File: config.mk
export PLATFORM = sky130hd
export DESIGN_NAME = mtrbd_ctrl_flat
export DESIGN_NICKNAME = d
export VERILOG_FILES = /design/src/hw/rtl/mtrbd_pkg.sv /design/src/hw/rtl/mtrbd_if.sv /design/src/hw/rtl/mtrbd_alu.sv /design/src/hw/rtl/mtrbd_ctrl.sv /design/src/flat_wrapper.sv
export VERILOG_INCLUDE_DIRS = /design/src /design/src/hw/rtl
export SDC_FILE = /design/constraint.sdc
export NUM_CORES = 1
export LEC_CHECK = 0
export BUFFER_PORTS_ARGS = -buffer_cell sky130_fd_sc_hd__clkbuf_2
export CORE_MARGIN = 2
export CORE_UTILIZATION = 50
export DETAILED_ROUTE_END_ITERATION = 7
export PLACE_DENSITY = 0.71
export RECOVER_POWER = 50
export REMOVE_ABC_BUFFERS = 1
export SLEW_MARGIN = 20
export SYNTH_ARGS = -nofsm -noshare
export SYNTH_HDL_FRONTEND = slang
export SYNTH_SLANG_ARGS = --single-unit
File: constraint.sdc
create_clock -name clk -period 13.4 [get_ports clk]
set_clock_uncertainty 0.15 [all_clocks]
set_input_delay 2.68 -clock clk [delete_from_list [all_inputs] [get_ports clk]]
set_output_delay 2.68 -clock clk [all_outputs]
set_load 0.02 [all_outputs]
File: src/hw/rtl/message_tx_ring_with_burst_drain_macros.svh
// Assertion helpers for the sequencer of the transmit ring.
`ifndef MESSAGE_TX_RING_WITH_BURST_DRAIN_MACROS_SVH
`define MESSAGE_TX_RING_WITH_BURST_DRAIN_MACROS_SVH

// Same-cycle implication, disabled while reset is asserted.
`define MTRBD_ASSERT_IMP(label, clk, rst_n, ante, cons, msg) \
	label: assert property (@(posedge clk) disable iff (!rst_n) (ante) |-> (cons)) \
		else $error(msg);

// Next-cycle implication, disabled while reset is asserted.
`define MTRBD_ASSERT_NXT(label, clk, rst_n, ante, cons, msg) \
	label: assert property (@(posedge clk) disable iff (!rst_n) (ante) |=> (cons)) \
		else $error(msg);

`endif

File: src/hw/rtl/mtrbd_pkg.sv
package mtrbd_pkg;

	localparam int DATA_W = 8;
	localparam int KEEP_W = 13;
	localparam int PLIM_W = 7;
	localparam int CFG_W = 13;
	localparam int CFG_IDX_W = 1;
	localparam int OP_W = 2;

	localparam int RING_DEPTH_DEF = 8192;

	localparam logic [KEEP_W-1:0] KEEP_RST = 13'd1024;
	localparam logic [PLIM_W-1:0] PLIM_RST = 7'd63;
	localparam logic [PLIM_W-1:0] MAX_BURST = 7'd64;

	// Register indexes on the configuration port.
	localparam logic [CFG_IDX_W-1:0] CFG_KEEP = 1'b0;
	localparam logic [CFG_IDX_W-1:0] CFG_PLIM = 1'b1;

	typedef enum logic [OP_W-1:0] {
		OP_BEGIN = 2'd0,
		OP_PUT   = 2'd1,
		OP_DRAIN = 2'd2,
		OP_NONE  = 2'd3
	} op_t;

endpackage

File: src/hw/rtl/mtrbd_if.sv
interface mtrbd_in_if;
	import mtrbd_pkg::*;

	logic              valid;
	logic              ready;
	logic [OP_W-1:0]   operation;
	logic [DATA_W-1:0] data_byte;

	modport source (output valid, output operation, output data_byte, input ready);
	modport sink (input valid, input operation, input data_byte, output ready);
endinterface

interface mtrbd_out_if;
	import mtrbd_pkg::*;

	logic              valid;
	logic              ready;
	logic [DATA_W-1:0] tx_byte;
	logic              last_of_burst;

	modport source (output valid, output tx_byte, output last_of_burst, input ready);
	modport sink (input valid, input tx_byte, input last_of_burst, output ready);
endinterface

File: src/hw/rtl/mtrbd_alu.sv
module mtrbd_alu #(
	parameter int W = 16
) (
	input  logic [W-1:0] a,
	input  logic [W-1:0] b,
	input  logic         sub,
	output logic [W-1:0] r
);
	// One adder; subtraction by adding the inverted operand with a carry in.
	logic [W-1:0] b_eff;

	assign b_eff = sub ? ~b : b;
	assign r     = a + b_eff + W'(sub);
endmodule

File: src/hw/rtl/mtrbd_ctrl.sv
module mtrbd_ctrl #(
	parameter int RING_DEPTH = mtrbd_pkg::RING_DEPTH_DEF
) (
	input  logic                           clk,
	input  logic                           arst_n,
	mtrbd_in_if.sink                       cmd,
	mtrbd_out_if.source                    tx,
	input  logic                           cfg_we,
	input  logic [mtrbd_pkg::CFG_IDX_W-1:0] cfg_index,
	input  logic [mtrbd_pkg::CFG_W-1:0]    cfg_data,
	output logic                           ram_we,
	output logic [$clog2(RING_DEPTH)-1:0]  ram_waddr,
	output logic [mtrbd_pkg::DATA_W-1:0]   ram_wdata,
	output logic                           ram_re,
	output logic [$clog2(RING_DEPTH)-1:0]  ram_raddr,
	input  logic [mtrbd_pkg::DATA_W-1:0]   ram_rdata
);
	import mtrbd_pkg::*;
	`include "message_tx_ring_with_burst_drain_macros.svh"

	localparam int PTR_W = $clog2(RING_DEPTH);
	localparam int AW = ((PTR_W + 1 > KEEP_W) ? PTR_W + 1 : KEEP_W) + 1;
	localparam logic [AW-1:0] DEPTH_A = AW'(RING_DEPTH);

	typedef enum logic [3:0] {
		S_IDLE,
		S_BL_DIFF,
		S_BL_FIX,
		S_BL_CMP,
		S_PUT,
		S_AV_DIFF,
		S_AV_FIX,
		S_AV_CLIP,
		S_ISSUE,
		S_SEND
	} state_t;

	state_t              state_q;
	logic [PTR_W-1:0]    wp_q;
	logic [PTR_W-1:0]    rp_q;
	logic                ovf_q;
	logic [KEEP_W-1:0]   keep_q;
	logic [PLIM_W-1:0]   plim_q;
	logic [AW-1:0]       acc_q;
	logic [PLIM_W-1:0]   cnt_q;
	logic [DATA_W-1:0]   byte_q;

	logic [AW-1:0]       alu_a;
	logic [AW-1:0]       alu_b;
	logic                alu_sub;
	logic [AW-1:0]       alu_r;
	logic [PTR_W-1:0]    inc_wrap;
	logic [PLIM_W-1:0]   lim;
	logic                put_full;
	logic                send_take;

	mtrbd_alu #(.W(AW)) u_alu (
		.a   (alu_a),
		.b   (alu_b),
		.sub (alu_sub),
		.r   (alu_r)
	);

	// Operand selection for the shared adder, one use per sequencer step.
	always_comb begin
		alu_a   = AW'(rp_q);
		alu_b   = AW'(1);
		alu_sub = 1'b0;
		case (state_q)
			S_BL_DIFF, S_AV_DIFF: begin
				alu_a   = AW'(wp_q);
				alu_b   = AW'(rp_q);
				alu_sub = 1'b1;
			end
			S_BL_FIX: begin
				alu_a = acc_q;
				alu_b = acc_q[AW-1] ? DEPTH_A : '0;
			end
			S_BL_CMP: begin
				alu_a   = AW'(keep_q);
				alu_b   = acc_q;
				alu_sub = 1'b1;
			end
			S_PUT: begin
				alu_a = AW'(wp_q);
				alu_b = AW'(1);
			end
			S_AV_FIX: begin
				if (acc_q[AW-1]) begin
					alu_a   = DEPTH_A;
					alu_b   = AW'(rp_q);
					alu_sub = 1'b1;
				end else begin
					alu_a = acc_q;
					alu_b = '0;
				end
			end
			S_AV_CLIP: begin
				alu_a   = acc_q;
				alu_b   = AW'(lim);
				alu_sub = 1'b1;
			end
			default: begin
				alu_a   = AW'(rp_q);
				alu_b   = AW'(1);
				alu_sub = 1'b0;
			end
		endcase
	end

	assign inc_wrap  = (alu_r == DEPTH_A) ? '0 : alu_r[PTR_W-1:0];
	assign lim       = (plim_q > MAX_BURST) ? MAX_BURST : plim_q;
	assign put_full  = (inc_wrap == rp_q);
	assign send_take = (state_q == S_SEND) && tx.ready;

	assign cmd.ready        = (state_q == S_IDLE);
	assign tx.valid         = (state_q == S_SEND);
	assign tx.tx_byte       = ram_rdata;
	assign tx.last_of_burst = (cnt_q == PLIM_W'(1));

	assign ram_we    = (state_q == S_PUT) && !put_full;
	assign ram_waddr = wp_q;
	assign ram_wdata = byte_q;
	assign ram_re    = (state_q == S_ISSUE) || (send_take && (cnt_q > PLIM_W'(1)));
	assign ram_raddr = (state_q == S_ISSUE) ? rp_q : inc_wrap;

	always_ff @(posedge clk or negedge arst_n) begin
		if (!arst_n) begin
			state_q <= S_IDLE;
			wp_q    <= '0;
			rp_q    <= '0;
			ovf_q   <= 1'b0;
			keep_q  <= KEEP_RST;
			plim_q  <= PLIM_RST;
			acc_q   <= '0;
			cnt_q   <= '0;
			byte_q  <= '0;
		end else begin
			if (cfg_we) begin
				case (cfg_index)
					CFG_KEEP: keep_q <= cfg_data[KEEP_W-1:0];
					CFG_PLIM: plim_q <= cfg_data[PLIM_W-1:0];
					default: ;
				endcase
			end
			case (state_q)
				S_IDLE: begin
					byte_q <= cmd.data_byte;
					if (cmd.valid) begin
						case (op_t'(cmd.operation))
							OP_BEGIN: state_q <= S_BL_DIFF;
							OP_PUT:   state_q <= ovf_q ? S_IDLE : S_PUT;
							OP_DRAIN: state_q <= S_AV_DIFF;
							default:  state_q <= S_IDLE;
						endcase
					end
				end
				S_BL_DIFF: begin
					acc_q   <= alu_r;
					state_q <= S_BL_FIX;
				end
				S_BL_FIX: begin
					acc_q   <= alu_r;
					state_q <= S_BL_CMP;
				end
				S_BL_CMP: begin
					// A negative difference means the backlog exceeds the keep limit.
					if (alu_r[AW-1]) begin
						rp_q <= wp_q;
					end
					ovf_q   <= 1'b0;
					state_q <= S_IDLE;
				end
				S_PUT: begin
					if (put_full) begin
						ovf_q <= 1'b1;
					end else begin
						wp_q <= inc_wrap;
					end
					state_q <= S_IDLE;
				end
				S_AV_DIFF: begin
					acc_q   <= alu_r;
					state_q <= (wp_q == rp_q) ? S_IDLE : S_AV_FIX;
				end
				S_AV_FIX: begin
					acc_q   <= alu_r;
					state_q <= S_AV_CLIP;
				end
				S_AV_CLIP: begin
					cnt_q   <= alu_r[AW-1] ? acc_q[PLIM_W-1:0] : lim;
					state_q <= (lim == '0) ? S_IDLE : S_ISSUE;
				end
				S_ISSUE: begin
					state_q <= S_SEND;
				end
				S_SEND: begin
					if (tx.ready) begin
						rp_q  <= inc_wrap;
						cnt_q <= cnt_q - PLIM_W'(1);
						if (cnt_q == PLIM_W'(1)) begin
							state_q <= S_IDLE;
						end
					end
				end
				default: begin
					state_q <= S_IDLE;
				end
			endcase
		end
	end

	`MTRBD_ASSERT_IMP(a_ready_excl_valid, clk, arst_n, cmd.ready, !tx.valid, "accepting while sending")
	`MTRBD_ASSERT_IMP(a_send_count, clk, arst_n, tx.valid, cnt_q != '0, "sending with empty count")
	`MTRBD_ASSERT_NXT(a_last_returns_idle, clk, arst_n, tx.valid && tx.ready && tx.last_of_burst, cmd.ready, "no idle after last word")
	`MTRBD_ASSERT_IMP(a_ptr_range, clk, arst_n, 1'b1, (AW'(rp_q) < DEPTH_A) && (AW'(wp_q) < DEPTH_A), "pointer past ring end")
	`MTRBD_ASSERT_IMP(a_no_write_in_burst, clk, arst_n, tx.valid, !ram_we, "ring written during burst")
endmodule

File: src/flat_wrapper.sv
// flat-port wrapper written by rule: the top's interface ports become plain ports
module mtrbd_ctrl_flat import mtrbd_pkg::*;
#(
	parameter int RING_DEPTH = mtrbd_pkg::RING_DEPTH_DEF
)
  (clk, arst_n, cfg_we, cfg_index, cfg_data, ram_we, ram_waddr, ram_wdata, ram_re, ram_raddr, ram_rdata, cmd_valid, cmd_operation, cmd_data_byte, cmd_ready, tx_valid, tx_tx_byte, tx_last_of_burst, tx_ready);
  mtrbd_in_if cmd_i ();
  mtrbd_out_if tx_i ();
  input  logic clk;
  input  logic arst_n;
  input  logic cfg_we;
  input  logic [mtrbd_pkg::CFG_IDX_W-1:0] cfg_index;
  input  logic [mtrbd_pkg::CFG_W-1:0] cfg_data;
  output logic ram_we;
  output logic [$clog2(RING_DEPTH)-1:0] ram_waddr;
  output logic [mtrbd_pkg::DATA_W-1:0] ram_wdata;
  output logic ram_re;
  output logic [$clog2(RING_DEPTH)-1:0] ram_raddr;
  input  logic [mtrbd_pkg::DATA_W-1:0] ram_rdata;
  input wire logic [$bits(cmd_i.valid)-1:0] cmd_valid;
  input wire logic [$bits(cmd_i.operation)-1:0] cmd_operation;
  input wire logic [$bits(cmd_i.data_byte)-1:0] cmd_data_byte;
  output wire logic [$bits(cmd_i.ready)-1:0] cmd_ready;
  output wire logic [$bits(tx_i.valid)-1:0] tx_valid;
  output wire logic [$bits(tx_i.tx_byte)-1:0] tx_tx_byte;
  output wire logic [$bits(tx_i.last_of_burst)-1:0] tx_last_of_burst;
  input wire logic [$bits(tx_i.ready)-1:0] tx_ready;
  assign cmd_i.valid = cmd_valid;
  assign cmd_i.operation = cmd_operation;
  assign cmd_i.data_byte = cmd_data_byte;
  assign cmd_ready = cmd_i.ready;
  assign tx_valid = tx_i.valid;
  assign tx_tx_byte = tx_i.tx_byte;
  assign tx_last_of_burst = tx_i.last_of_burst;
  assign tx_i.ready = tx_ready;
  mtrbd_ctrl #(.RING_DEPTH(RING_DEPTH)) u_core (.clk(clk), .arst_n(arst_n), .cmd(cmd_i), .tx(tx_i), .cfg_we(cfg_we), .cfg_index(cfg_index), .cfg_data(cfg_data), .ram_we(ram_we), .ram_waddr(ram_waddr), .ram_wdata(ram_wdata), .ram_re(ram_re), .ram_raddr(ram_raddr), .ram_rdata(ram_rdata));
endmodule
==> flow_metrics.py <==
metrics = {
    "outcome": {
        "run_status": "complete, but fails checks",
        "violations": "capacitance limit, slew limit",
    },
    "logic_synthesis": {
        "synth_compound_area_frac": 0.216,
        "post_synth_inst_count": 672,
        "mappedNetlistArea_mm2": 0.00565,
        "multiplexer_fraction_of_the_synthesized_cell_area": 0.0888,
        "asyncSetResetFlopFracSynth": 1.00,
        "cell_variety_after_synth": 66,
        "post_synth_and_or_nand_nor_area_fraction": 0.162,
        "synth_sequential_area_ratio": 0.360,
        "number_of_flops_mapped_to_enable_cells_by_yosys": 0,
        "synth_warnings": 0,
        "yosys_most_used_dff": "sky130_fd_sc_hd__dfrtp_1",
        "post_synth.cell_area_avg_um2": 8.40,
        "synth-xor-area-share": 0.0682,
        "synth_adder_area_share": 0.0368,
        "yosys_register_bits": 81,
        "synth_top_family_by_area": "compound AO/OA/AOI/OAI gates",
    },
    "setup_path": {
        "data_arrival_critical_path_ps": 5700,
        "type_of_the_worst_setup_path": "flop to output port",
        "cp.required_ps": 10570,
        "critPathLaunchType": "flop",
        "critical_path.endpoint_type": "output port",
        "largest_driver_fanout_on_the_critical_path": 18,
    },
    "floorplanning": {
        "floorplan.io_pins": 84,
        "core-area_mm2": 0.0109,
        "die_height_um": 110,
        "die_x_um": 110,
        "floorplan.rows": 38,
        "floorplan_die_area_mm2": 0.0122,
        "floorplan.initialDensity": 0.516,
    },
    "worst_hold_path": {
        "worst_hold_path_type": "flop to flop",
    },
    "clock_network": {
        "cts_setup_buffers": 0,
        "cts_repair_resize_count": 0,
        "path_clk_slew_ps": 60,
        "htreeDepth": 3,
        "clock_insertion_delay_worst_skew_ps": 350,
        "tritoncts": "yes",
        "post_cts_hold_buffer_count": 0,
        "root_buffer": "sky130_fd_sc_hd__clkbuf_16",
        "cts_sinks": 81,
        "clockBufferDepth": 2,
        "cts_buffers": 9,
    },
    "place": {
        "finalWeightedCongestion": 0.948,
        "port-buffer-count": 67,
        "place_hpwl_um": 11200,
    },
    "timing": {
        "finalCriticalPeriod_ps": 8530,
        "fin_tns_setup_ps": 0,
        "max_freq_mhz": 117,
        "final_hold_violation_count": 0,
        "finalMaxSlewViolations": 82,
        "rsz_0062_raised_after_global_routing": "false",
        "timing.max_slew.rel_slack": -1.92,
        "worst-slew-pin-transition_ps": 4380,
        "timing.final.setup_violations": 0,
        "final_min_period_over_clock_period": 0.637,
    },
    "finish": {
        "nets": 753,
        "final_layout_size_suffix_gt1_frac": 0.199,
        "ff_latch_area_mm2": 0.00204,
        "fillCellCount": 1027,
        "area_overhead_vs_synth_pct": 10.6,
        "layout.cells.most_common": "sky130_fd_sc_hd__nand2_1",
        "antenna-diode-count": 0,
        "multi_input_comb_area_mm2": 0.00324,
        "top_library_cells_by_usage_in_the_layout_fill_and_taps_aside": "sky130_fd_sc_hd__nand2_1, sky130_fd_sc_hd__dfrtp_1, sky130_fd_sc_hd__o21ai_0",
    },
    "job": {
        "max_cap_violations": 1,
    },
    "detailed_routing": {
        "drtIter0Drc": 405,
        "drt_first_pass_iters": 5,
        "vias_per_cell": 6.05,
        "drt-total-wl_um": 15900,
        "route.vias.total": 5113,
        "ant_nets": 0,
        "detail_route.wl_per_cell_um": 18.8,
        "drcViolationCount": 0,
    },
    "global_route": {
        "global_route.usage.total": 0.281,
        "vias_in_the_first_global_route": 5037,
        "grt_antenna_before_repair": 0,
        "wire_length_of_the_first_global_routing_pass_um": 25800,
        "maximum_number_of_pins_on_one_net_before_global_route_repair": 82,
        "globalRoute.totalOverflow": 0,
    },
}
## stage by stage
| stage | std cells | cell area [µm²] | worst slack, ps | utilization | hold WS [ps] |
|---|---|---|---|---|---|
| after floorplan | 615 | 5380 | 6360 | - | 322 |
| after global placement | 829 | 5960 | 5620 | 0.545 | 340 |
| after CTS | 845 | 6260 | 5110 | 0.573 | 365 |
| after detailed placement | 829 | 5960 | 5510 | 0.545 | 347 |
| after global routing | 845 | 6250 | 4500 | 0.571 | 381 |
| final | 845 | 6250 | 4870 | 0.571 | 359 |
## synth_stat cells (all sizes together), types with 3 or more instances
| master | count | area share |
|---|---|---|
| a221o | 6 | 0.011 |
| nor2 | 53 | 0.035 |
| nand2b | 5 | 0.0055 |
| a21o | 4 | 0.0053 |
| buf | 15 | 0.019 |
| nor4 | 6 | 0.0078 |
| nand2 | 81 | 0.054 |
| dfrtp | 74 | 0.33 |
| xnor2 | 20 | 0.032 |
| nor3 | 12 | 0.011 |
| nor2b | 9 | 0.010 |
| o21ai | 73 | 0.065 |
| nand3 | 9 | 0.0080 |
| ha | 15 | 0.033 |
| a21oi | 65 | 0.060 |
| inv | 32 | 0.021 |
| mux2i | 16 | 0.028 |
| a211oi | 3 | 0.0040 |
| dfstp | 7 | 0.033 |
| a221oi | 7 | 0.011 |
| o22ai | 9 | 0.011 |
| nand3b | 3 | 0.0040 |
| a31oi | 12 | 0.013 |
| nand4 | 3 | 0.0033 |
| or2 | 8 | 0.0089 |
| mux2 | 30 | 0.060 |
| clkbuf | 42 | 0.028 |
| xor2 | 17 | 0.028 |
## path summary, 6_finish.rpt
check | slack [ps] | cells past startpoint | from | to
setup reg to reg | 7410 | 16 | u_core.state_q[0] | u_core.rp_q[11]
max in group asynchronous | 6920 | 1 | arst_n | u_core.acc_q[9]
min in group asynchronous | 3720 | 1 | arst_n | u_core.plim_q[6]
setup / recovery | 4870 | 16 | u_core.state_q[1] | ram_we
hold reg to reg | 360 | 1 | u_core.ram_wdata[5] | u_core.ram_wdata[5]
hold / removal | 360 | 1 | u_core.ram_wdata[5] | u_core.ram_wdata[5]
## kinds of logic after synthesis
group / after synthesis
compound gates: 201
simple gates: 200
buf+inv: 89
flops: 81
mux: 46
xor+xnor: 39
fa+ha+maj: 16
## metal layers
layer / GRT usage / part of all wire
met5: 0 / 0
met2: 0.445 / 0.47
met4: 0.133 / 0.028
met1: 0.371 / 0.44
met3: 0.0517 / 0.065
## worst max-delay path: stages, from the launching register on
cell and delay, ps:
sky130_fd_sc_hd__dfrtp_1 650, sky130_fd_sc_hd__inv_1 450, sky130_fd_sc_hd__a21oi_1 240, sky130_fd_sc_hd__clkbuf_1 670, sky130_fd_sc_hd__o22ai_2 170, sky130_fd_sc_hd__mux2_4 330
sky130_fd_sc_hd__fa_1 410, sky130_fd_sc_hd__nor2b_1 170, sky130_fd_sc_hd__o22ai_1 110, sky130_fd_sc_hd__xor2_1 330, sky130_fd_sc_hd__xnor2_1 140, sky130_fd_sc_hd__a2111o_1 360
sky130_fd_sc_hd__nor4_1 290, sky130_fd_sc_hd__o2111ai_1 180, sky130_fd_sc_hd__nor4_2 320, sky130_fd_sc_hd__a21oi_4 280, sky130_fd_sc_hd__clkbuf_2 230
## layout make-up
class                      count  share of cell area
multi-input combinational    502               0.518
sequential                    81               0.326
timing repair buffer          74              0.0601
clock buffer                   9              0.0361
tap                          140              0.0280
inverter                      32              0.0192
clock inverter                 7              0.0122
## registers in the layout (all words and copies together), names as in the netlist
signal and flops:
u_core.state_q 4, u_core.ram_waddr 13, u_core.rp_q 13, u_core.ram_wdata 8, u_core.ovf_q 1, u_core.keep_q 13
u_core.plim_q 7, u_core.cnt_q 7, u_core.acc_q 15
Power is not shown: default switching activity piles up to over one toggle a cycle in this logic, so the estimate is an artifact.
